File: src/rtl/core/sofd_pkg.sv
package sofd_pkg;

  localparam int unsigned BYTE_W   = 8;
  localparam int unsigned LEN_W    = 16;
  localparam int unsigned KIND_W   = 2;
  localparam int unsigned CFG_IDX_W = 2;
  localparam int unsigned CFG_DATA_W = 16;

  localparam logic [BYTE_W-1:0] START_BYTE_RST  = 8'hA5;
  localparam logic [LEN_W-1:0]  MAX_PAYLOAD_RST = 16'd1024;

  // Configuration register indexes
  localparam logic [CFG_IDX_W-1:0] CFG_START_BYTE  = 2'd0;
  localparam logic [CFG_IDX_W-1:0] CFG_MAX_PAYLOAD = 2'd1;

  typedef enum logic [2:0] {
    PH_HUNT   = 3'd0,
    PH_CMD    = 3'd1,
    PH_LEN_HI = 3'd2,
    PH_LEN_LO = 3'd3,
    PH_PAYLD  = 3'd4,
    PH_CHK_HI = 3'd5,
    PH_CHK_LO = 3'd6
  } phase_t;

  typedef enum logic [KIND_W-1:0] {
    KIND_PAYLOAD  = 2'd0,
    KIND_COMPLETE = 2'd1,
    KIND_REJECT   = 2'd2,
    KIND_ABORT    = 2'd3
  } kind_t;

  typedef struct packed {
    logic [BYTE_W-1:0] rx_byte;
    logic              resync;
  } in_beat_t;

  typedef struct packed {
    logic [KIND_W-1:0] kind;
    logic [BYTE_W-1:0] data_byte;
    logic [LEN_W-1:0]  byte_index;
    logic [BYTE_W-1:0] frame_cmd;
    logic [LEN_W-1:0]  frame_length;
    logic [LEN_W-1:0]  frame_check;
  } out_beat_t;

  // Settings seen by the parser
  typedef struct packed {
    logic [BYTE_W-1:0] start_byte;
    logic [LEN_W-1:0]  max_payload;
  } cfg_t;

endpackage

File: src/rtl/core/sofd_in_stage.sv
module sofd_in_stage
  import sofd_pkg::*;
(
  input  logic     clk,
  input  logic     rst_n,
  input  logic     in_valid,
  output logic     in_stall,
  input  in_beat_t in_data,
  input  logic     advance,
  output logic     vld,
  output in_beat_t beat
);

  logic     vld_r;
  logic     vld_nxt;
  in_beat_t beat_r;
  logic     take;

  // Holding the beat stalls the source only when the parser cannot move it on.
  assign in_stall = vld_r & ~advance;
  assign take     = in_valid & ~in_stall;

  always_comb begin
    vld_nxt = vld_r;
    if (take) begin
      vld_nxt = 1'b1;
    end else if (advance) begin
      vld_nxt = 1'b0;
    end
  end

  always_ff @(posedge clk) begin
    if (!rst_n) begin
      vld_r <= 1'b0;
    end else begin
      vld_r <= vld_nxt;
    end
  end

  always_ff @(posedge clk) begin
    if (take) begin
      beat_r <= in_data;
    end
  end

  assign vld  = vld_r;
  assign beat = beat_r;

endmodule

File: src/rtl/core/sofd_parser.sv
module sofd_parser
  import sofd_pkg::*;
(
  input  logic      clk,
  input  logic      rst_n,
  input  logic      advance,
  input  in_beat_t  beat,
  input  cfg_t      cfg,
  output logic      res_vld,
  output out_beat_t res
);

  phase_t            phase_r, phase_nxt;
  logic [BYTE_W-1:0] cmd_r, cmd_nxt;
  logic [LEN_W-1:0]  len_r, len_nxt;
  logic [LEN_W-1:0]  cnt_r, cnt_nxt;
  logic [BYTE_W-1:0] chk_hi_r, chk_hi_nxt;
  logic [LEN_W-1:0]  cnt_inc;
  logic [LEN_W-1:0]  len_full;
  phase_t            ph;

  assign cnt_inc  = cnt_r + LEN_W'(1);
  assign len_full = {len_r[LEN_W-1:BYTE_W], beat.rx_byte};

  always_comb begin
    phase_nxt  = phase_r;
    cmd_nxt    = cmd_r;
    len_nxt    = len_r;
    cnt_nxt    = cnt_r;
    chk_hi_nxt = chk_hi_r;
    res_vld    = 1'b0;
    res        = '0;
    ph         = phase_r;

    // lost bytes: abort any frame in flight, then parse this byte as hunting
    if (beat.resync) begin
      if (phase_r != PH_HUNT) begin
        res_vld          = 1'b1;
        res.kind         = KIND_ABORT;
        res.byte_index   = cnt_r;
        res.frame_cmd    = cmd_r;
        res.frame_length = len_r;
      end
      ph      = PH_HUNT;
      cnt_nxt = '0;
    end

    unique case (ph)
      PH_HUNT: begin
        if (beat.rx_byte == cfg.start_byte) begin
          cmd_nxt   = '0;
          len_nxt   = '0;
          cnt_nxt   = '0;
          phase_nxt = PH_CMD;
        end else begin
          phase_nxt = PH_HUNT;
        end
      end
      PH_CMD: begin
        cmd_nxt   = beat.rx_byte;
        phase_nxt = PH_LEN_HI;
      end
      PH_LEN_HI: begin
        len_nxt   = {beat.rx_byte, {BYTE_W{1'b0}}};
        phase_nxt = PH_LEN_LO;
      end
      PH_LEN_LO: begin
        len_nxt = len_full;
        cnt_nxt = '0;
        if (len_full > cfg.max_payload) begin
          res_vld          = 1'b1;
          res.kind         = KIND_REJECT;
          res.frame_cmd    = cmd_r;
          res.frame_length = len_full;
          phase_nxt        = PH_HUNT;
        end else if (len_full == '0) begin
          phase_nxt = PH_CHK_HI;
        end else begin
          phase_nxt = PH_PAYLD;
        end
      end
      PH_PAYLD: begin
        res_vld          = 1'b1;
        res.kind         = KIND_PAYLOAD;
        res.data_byte    = beat.rx_byte;
        res.byte_index   = cnt_r;
        res.frame_cmd    = cmd_r;
        res.frame_length = len_r;
        cnt_nxt          = cnt_inc;
        if (cnt_inc >= len_r) begin
          phase_nxt = PH_CHK_HI;
        end
      end
      PH_CHK_HI: begin
        chk_hi_nxt = beat.rx_byte;
        phase_nxt  = PH_CHK_LO;
      end
      PH_CHK_LO: begin
        res_vld          = 1'b1;
        res.kind         = KIND_COMPLETE;
        res.frame_cmd    = cmd_r;
        res.frame_length = len_r;
        res.frame_check  = {chk_hi_r, beat.rx_byte};
        phase_nxt        = PH_HUNT;
        cnt_nxt          = '0;
      end
      default: begin
        phase_nxt = PH_HUNT;
        cnt_nxt   = '0;
      end
    endcase
  end

  always_ff @(posedge clk) begin
    if (!rst_n) begin
      phase_r  <= PH_HUNT;
      cmd_r    <= '0;
      len_r    <= '0;
      cnt_r    <= '0;
      chk_hi_r <= '0;
    end else if (advance) begin
      phase_r  <= phase_nxt;
      cmd_r    <= cmd_nxt;
      len_r    <= len_nxt;
      cnt_r    <= cnt_nxt;
      chk_hi_r <= chk_hi_nxt;
    end
  end

endmodule

File: src/rtl/core/sofd_out_stage.sv
module sofd_out_stage
  import sofd_pkg::*;
(
  input  logic      clk,
  input  logic      rst_n,
  input  logic      load,
  input  out_beat_t res,
  output logic      free,
  output logic      out_valid,
  input  logic      out_stall,
  output out_beat_t out_data
);

  logic      vld_r;
  logic      vld_nxt;
  out_beat_t beat_r;

  // Register can take a new result when empty or when its beat leaves now.
  assign free = ~vld_r | ~out_stall;

  always_comb begin
    vld_nxt = vld_r;
    if (load) begin
      vld_nxt = 1'b1;
    end else if (!out_stall) begin
      vld_nxt = 1'b0;
    end
  end

  always_ff @(posedge clk) begin
    if (!rst_n) begin
      vld_r <= 1'b0;
    end else begin
      vld_r <= vld_nxt;
    end
  end

  always_ff @(posedge clk) begin
    if (load) begin
      beat_r <= res;
    end
  end

  assign out_valid = vld_r;
  assign out_data  = beat_r;

endmodule

File: src/rtl/core/sof_length_frame_deframer.sv
// Path: a byte accepted into the input stage register moves through the
// parser when the output register is free, and its result (if any) is
// loaded into that register, from which the result beat is offered.
// Throughput: one byte per cycle, set by the single parser state update; a
// stalled result register holds the parser and so stalls the input as well.
// Reset (rst_n low, synchronous): parser back to hunting, holds cleared,
// both stage registers empty, start byte 0xA5, max payload 1024.
module sof_length_frame_deframer
  import sofd_pkg::*;
(
  input  logic                  clk,
  input  logic                  rst_n,
  // received byte beats
  input  logic                  in_valid,
  output logic                  in_stall,
  input  in_beat_t              in_data,
  // parse results
  output logic                  out_valid,
  input  logic                  out_stall,
  output out_beat_t             out_data,
  // configuration writes
  input  logic                  cfg_valid,
  output logic                  cfg_ready,
  input  logic [CFG_IDX_W-1:0]  cfg_index,
  input  logic [CFG_DATA_W-1:0] cfg_data
);

  logic      ib_vld;
  in_beat_t  ib_beat;
  logic      advance;
  logic      res_vld;
  out_beat_t res;
  logic      out_free;

  logic [BYTE_W-1:0] start_byte_r;
  logic [LEN_W-1:0]  max_payload_r;
  cfg_t              cfg;

  // Config is always taken; the source must write only while no beat is in flight (not enforced here).
  assign cfg_ready = 1'b1;

  always_ff @(posedge clk) begin
    if (!rst_n) begin
      start_byte_r  <= START_BYTE_RST;
      max_payload_r <= MAX_PAYLOAD_RST;
    end else if (cfg_valid) begin
      unique case (cfg_index)
        CFG_START_BYTE:  start_byte_r  <= cfg_data[BYTE_W-1:0];
        CFG_MAX_PAYLOAD: max_payload_r <= cfg_data[LEN_W-1:0];
        default:         ;  // unknown index: write dropped
      endcase
    end
  end

  assign cfg.start_byte  = start_byte_r;
  assign cfg.max_payload = max_payload_r;

  // The held byte moves through the parser only when the result register
  // can take whatever it produces. Bytes with no result also wait for that.
  assign advance = ib_vld & out_free;

  sofd_in_stage u_in (
    .clk      (clk),
    .rst_n    (rst_n),
    .in_valid (in_valid),
    .in_stall (in_stall),
    .in_data  (in_data),
    .advance  (advance),
    .vld      (ib_vld),
    .beat     (ib_beat)
  );

  // Per-byte state machine: hunt, command, length, payload, check.
  sofd_parser u_parser (
    .clk     (clk),
    .rst_n   (rst_n),
    .advance (advance),
    .beat    (ib_beat),
    .cfg     (cfg),
    .res_vld (res_vld),
    .res     (res)
  );

  sofd_out_stage u_out (
    .clk       (clk),
    .rst_n     (rst_n),
    .load      (advance & res_vld),
    .res       (res),
    .free      (out_free),
    .out_valid (out_valid),
    .out_stall (out_stall),
    .out_data  (out_data)
  );

endmodule
File: config.mk
export PLATFORM = sky130hd
export DESIGN_NAME = sof_length_frame_deframer
export DESIGN_NICKNAME = d
export VERILOG_FILES = /design/src/rtl/core/sofd_pkg.sv /design/src/rtl/core/sofd_in_stage.sv /design/src/rtl/core/sofd_parser.sv /design/src/rtl/core/sofd_out_stage.sv /design/src/rtl/core/sof_length_frame_deframer.sv
export SDC_FILE = /design/constraint.sdc
export NUM_CORES = 1
export LEC_CHECK = 0
export BUFFER_PORTS_ARGS = -buffer_cell sky130_fd_sc_hd__buf_2
export CAP_MARGIN = 15
export CELL_PAD_IN_SITES_DETAIL_PLACEMENT = 1
export CELL_PAD_IN_SITES_GLOBAL_PLACEMENT = 1
export CORE_MARGIN = 2
export CORE_UTILIZATION = 39
export DETAILED_ROUTE_END_ITERATION = 8
export PLACE_DENSITY = 0.74
export SYNTH_ARGS = -nofsm -noshare
export SYNTH_HDL_FRONTEND = slang
export SYNTH_SLANG_ARGS = --single-unit
File: constraint.sdc
create_clock -name clk -period 11.25 [get_ports clk]
set_clock_uncertainty 0.2 [all_clocks]
set_input_delay 0 -clock clk [delete_from_list [all_inputs] [get_ports clk]]
set_output_delay 0 -clock clk [all_outputs]
set_load 0.005 [all_outputs]
; ---- Yosys cells after proc, flatten, opt, wreduce, memory -nomap -nowiden
; Cells that the tools add are included.
[classes]
n_addsub = 1
magnitude_cmp = 2
eq_ne = 11
mux = 30
n_bitwise = 10
reduce_logical = 17
[ops]
columns = cell, count
row1 = case mux 16 bit (3 select lines), 2
row2 = two-way mux 40 bit, 2
row3 = two-way mux 16 bit, 4
row4 = case mux 24 bit (2 select lines), 1
row5 = two-way mux 24 bit, 1
row6 = case mux 3 bit (6 select lines), 1
row7 = adder 16 x 1 -> 16 bit (second input constant), 1
row8 = greater-or-equal comparator 16 bit, 1
row9 = > comparator 16 bit, 1
row10 = zero test 16 bit, 1
row11 = case mux 8 bit (2 select lines), 1
row12 = equality test 3 bit (second input constant), 3
row13 = two-way mux 1 bit, 9
row14 = two-way mux 3 bit, 3
row15 = equality test 8 bit, 1
row16 = two-way mux 8 bit, 1
row17 = AND reduction 2 bit, 4
row18 = equality test 3 x 2 -> 1 bit (second input constant), 2
row19 = two-way mux 2 bit, 3
row20 = inequality test 2 x 1 -> 1 bit (second input constant), 3
row21 = case mux 2 bit (3 select lines), 1
row22 = AND reduction 3 bit, 2
row23 = nonzero test 2 bit, 3
row24 = nonzero test 3 bit, 2
row25 = other kinds (11), 18
[totals]
reg_bits = 152
out_inout_bits = 69
wordCells = 89

; ---- Logic depth before layout (Yosys ltp)
[depth]
depth_word = 8
mapped_depth = 12
ltp_nobuf = 12

; ---- Hierarchy
; From an unflattened synthesis, not the netlist that was laid out.
[unflattened]
cells_unflattened = 704
hier_area_um2 = 7362.1
[modules_own_cells]
columns = module, instances, cells_each, area_per_inst_um2, seq_area_each_um2
row1 = sofd_parser, 1, 517, 4032.6, 1021.0
row2 = sofd_out_stage, 1, 70, 2016.9, 2001.9
row3 = sof_length_frame_deframer, 1, 104, 994.7, 480.5
row4 = sofd_in_stage, 1, 13, 317.8, 290.3

; ---- Worst setup path after synthesis
; OpenSTA, ideal clock, no wires.
[synth_path]
path_type = reg-to-reg
startpoint = reg max_payload_r[15]
endpoint = reg u_out.beat_r, in the netlist u_out.out_data[0], enable pin
setup_time_ps = 438
arrival_time_ps = 3639
required_time_ps = 10612
slack_ps = 6974
stages_incl_launch_ff = 10
n_path_buf = 1
synth_period_minus_slack_ps = 4276
path_cell_list = dfxtp_1 -> inv_1 -> ha_1 -> nand4_4 -> nor4_4 -> o21ai_2 -> a311oi_4 -> nor2_4 -> buf_6 -> nor2_2
[synth_between]
elab_chain_cells = 4
[synth_lines]
columns = element, line
row1 = start: declaration, sof_length_frame_deframer.sv:36  ; logic [LEN_W-1:0] max_payload_r;
row2 = start signal: assignment, sof_length_frame_deframer.sv:49  ; CFG_MAX_PAYLOAD: max_payload_r <= cfg_data[LEN_W-1:0];
row3 = > comparator 16 bit, sofd_parser.sv:70  ; if (len_full > cfg.max_payload) begin
row4 = two-way mux 1 bit, sofd_parser.sv:70
row5 = case mux 1 bit (2 select lines), sofd_parser.sv:48  ; unique case (ph)
row6 = bitwise AND 1 bit, sof_length_frame_deframer.sv:87  ; .load (advance & res_vld),
row7 = via u_out.load, sofd_out_stage.sv:6  ; input logic load,
row8 = end signal: assignment, sofd_out_stage.sv:40  ; beat_r <= res;
row9 = end: declaration, sofd_out_stage.sv:16  ; out_beat_t beat_r;
; The timed path passes the listed nets, and every way through them passes these cells.
; A chain may end at the register's enable or synchronous reset.

; ---- Worst setup path in the final report
[layout_path]
startpoint = reg u_in.beat_r, in the netlist u_in.beat[8]
endpoint = reg u_out.beat_r, in the netlist u_out.out_data[3], enable pin
[layout_between]
elab_chain_cells = 4
[layout_lines]
columns = element, line
row1 = start: declaration, sofd_in_stage.sv:16  ; in_beat_t beat_r;
row2 = start signal: assignment, sofd_in_stage.sv:42  ; beat_r <= in_data;
row3 = > comparator 16 bit, sofd_parser.sv:70
row4 = two-way mux 1 bit, sofd_parser.sv:70
row5 = case mux 1 bit (2 select lines), sofd_parser.sv:48
row6 = bitwise AND 1 bit, sof_length_frame_deframer.sv:87
row7 = via u_out.load, sofd_out_stage.sv:6
; The timed path passes the listed nets, and every way through them passes these cells.

==> impl_metrics.yaml <==
outcome:
  status: "finished clean"
placement:
  gp_congestion: 0.880
  place_hpwl_um: 14400
  place_inst: 996
  dpl_cell_area_mm2: 0.00795
  port_buffers: 99
setup_path:
  required_ns: 11.10
  path_cells: "ha_1 -> nand4_1 -> nor4_4 -> o21ai_2 -> a311oi_4 -> nor2_4 -> nor2_4 -> buf_4"
  slowest_stage: "buf_4"
  startpoint_type: "register"
  worstPathMaxFanout: 60
  max_stage_delay_ns: 0.64
  path_class: "register to register"
  crit_top_cell: "nor2_4"
  worstPathArrival_ns: 3.81
  worstSetupEndpointType: "register"
yosys:
  netlist_area_mm2: 0.00731
  async_flop_share_pct: 0
  synth_enable_flop_cells: 75
  ys_warn_count: 0
  syn-num-nets: 763
  ys.flop_type: "dfxtp_1"
  postSynthAreaPerCell_um2: 10.5
  synth_cell_types: 65
  yosys_register_bits: 152
  ys_seq_area_share_pct: 51.9
  synthCells: 698
sta:
  rsz0062_at_grt: "no"
  slew_headroom_pct: 38.6
  max_freq_mhz: 253
  hold_viol: 0
  tightest_slew_ns: 0.914
  min_period_over_period_pct: 35.2
  finalWorstPathRequiredPeriod_ns: 3.96
  finalSetupTns_ns: 0
  slew_violations: 0
  finalSetupViolCount: 0
finish:
  syn_to_final_growth_pct: 21.1
  finalInstanceArea_mm2: 0.00884
  layout_common_cells: "buf_2, dfxtp_1, edfxtp_1"
  fillers: 2083
  final_cells: 1061
  num_antenna_cells: 0
  final_nets: 879
  layout_commonest_cell: "buf_2"
  drive_gt1_share_pct: 19.1
  utilization_pct: 47.8
routing:
  ant_nets: 0
  num_vias: 5608
  drt_wl_total_um: 19600
  first_iter_violations: 303
  drc: 0
  drt_pass1_iterations: 4
  routedWlPerCell_um: 18.5
  vias_per_cell: 5.29
floorplanning:
  io_pins: 101
  initial_core_util_pct: 39.5
  dieHeight_um: 141
  die-area_mm2: 0.0198
  die_w_um: 141
  coreArea_mm2: 0.0185
  num_rows: 50
power:
  swShare_pct: 22.3
  intPower_uw: 937
  power_frac_seq_pct: 49.4
  powerDensity_mw_per_mm2: 136
  comb_power_share_pct: 5.1
  clkPwrFrac_pct: 45.4
  power.leakage_nw: 3.36
  p_sw_uw: 269
  ir_drop_v: 0.000110
clock_tree:
  hold_buffers: 33
  clkTransAtPathRegs_ns: 0.06
  cts_tree: "yes"
  clk_path_buf_depth: 2
  cts_resized: 0
  cts_setup_buffers: 0
  cts_root_buf: "clkbuf_16"
  clock-sinks: 152
  clock_latency_ns: 0.43
  htree_num_levels: 4
  cts_buffers: 17
global_route:
  grt_pass1_wl_um: 31500
  first_global_vias: 6007
  grt_use_total_pct: 20.6
  overflow: 0
  antenna_found_initial: 0
  grt_max_degree: 86
min_path:
  hp-class: "primary input to register"
run:
  max_cap_violations: 0
[path summary, 6_finish.rpt]
kind / start / to / slack (ns) / depth (start not counted)
min: cfg_valid / start_byte_r[2]$_SDFFE_PN1P_ / 0.03 / 5
max: u_in.beat[8]$_DFFE_PP_ / u_out.out_data[3]$_SDFFCE_PP0P_ / 7.29 / 8
min reg2reg: u_parser.cmd_r[0]$_SDFFE_PN0P_ / u_parser.cmd_r[0]$_SDFFE_PN0P_ / 0.27 / 2
max reg2reg: u_in.beat[8]$_DFFE_PP_ / u_out.out_data[3]$_SDFFCE_PP0P_ / 7.29 / 8
[routing by layer]
metal / wire length (um) / up-vias / GRT usage (%)
met5: 0 / - / 0
met4: 298 / 0 / 6.74
met3: 843 / 22 / 3.97
met2: 10200 / 121 / 37.0
met1: 8240 / 2782 / 24.7
li1: - / 2683 / -
[critical path, delay by kind of cell (launching register included)]
kind	cells	cell delay (ns)
DFF	1	0.58
and+or+nand+nor	4	0.92
buffers and inverters	1	0.64
AOI/OAI and AO/OA	2	0.74
adders and majority gates	1	0.42
[cells in the mapped netlist, drive strengths merged (10+ instances only)]
cell type / number / area [um2]
nand2: 71 / 267
dfxtp: 77 / 1540
a21boi: 40 / 300
nand2b: 10 / 62.6
ha: 33 / 413
xor2: 12 / 105
o21ai: 18 / 97.6
nor2b: 37 / 239
and2: 20 / 126
xnor2: 10 / 87.6
nand3: 32 / 165
nor2: 37 / 169
a21oi: 22 / 121
edfxtp: 75 / 2250
nand4: 10 / 83.8
inv: 41 / 154
and3: 13 / 81.3
clkbuf: 22 / 85.1
buf: 17 / 91.3
mux2i: 23 / 230
[registers in the layout, summed over array words and instances (netlist names)]
signal             flops
u_out.out_data        66
max_payload_r         16
u_parser.cnt_r        16
u_parser.len_r        16
u_in.beat              9
start_byte_r           8
u_parser.chk_hi_r      8
u_parser.cmd_r         8
u_parser.phase_r       3
u_in.vld               1
u_out.out_valid        1
[power groups by stage]
stage                     registers, mW  logic (mW)  clock network, mW
after floorplan                   0.600      0.0386                  0
after global placement            0.607      0.0501                  0
after detailed placement          0.608      0.0523                  0
after CTS                         0.596      0.0617              0.556
after global routing              0.597      0.0684              0.581
final                             0.596      0.0616              0.548
[per-stage QoR]
stage,hold WS (ns),setup slack [ns],total power [mW]
after floorplan,-0.101,6.97,0.639
after global placement,-0.0146,7.58,0.657
after detailed placement,-0.00754,7.39,0.661
after CTS,0.00314,7.31,1.21
after global routing,0.0573,7.05,1.25
final,0.0300,7.29,1.21
[logic make-up (layout without fill, tap and decap cells)]
group / count (synthesis) / count (layout) / share of synthesized area [%]
and+or+nand+nor: 265 / 265 / 20.1
DFF: 152 / 152 / 51.9
AOI/OAI and AO/OA: 122 / 122 / 12.0
buffers and inverters: 80 / 209 / 4.52
adders and majority gates: 33 / 33 / 5.65
muxes: 23 / 23 / 3.15
xor gates and xnor gates: 22 / 22 / 2.64
other: 1 / 1 / 0.0513
[area by class of cell]
cell class	count	area, um2	area share [%]
Timing Repair Buffer	136	856	9.68
Clock buffer	19	433	4.89
Clock inverter	13	129	1.46
Tap cell	234	293	3.31
Sequential cell	152	3790	42.9
Multi-Input combinational cell	466	3190	36.0
Inverter	41	154	1.74
Power figures use the tool's default switching activity.
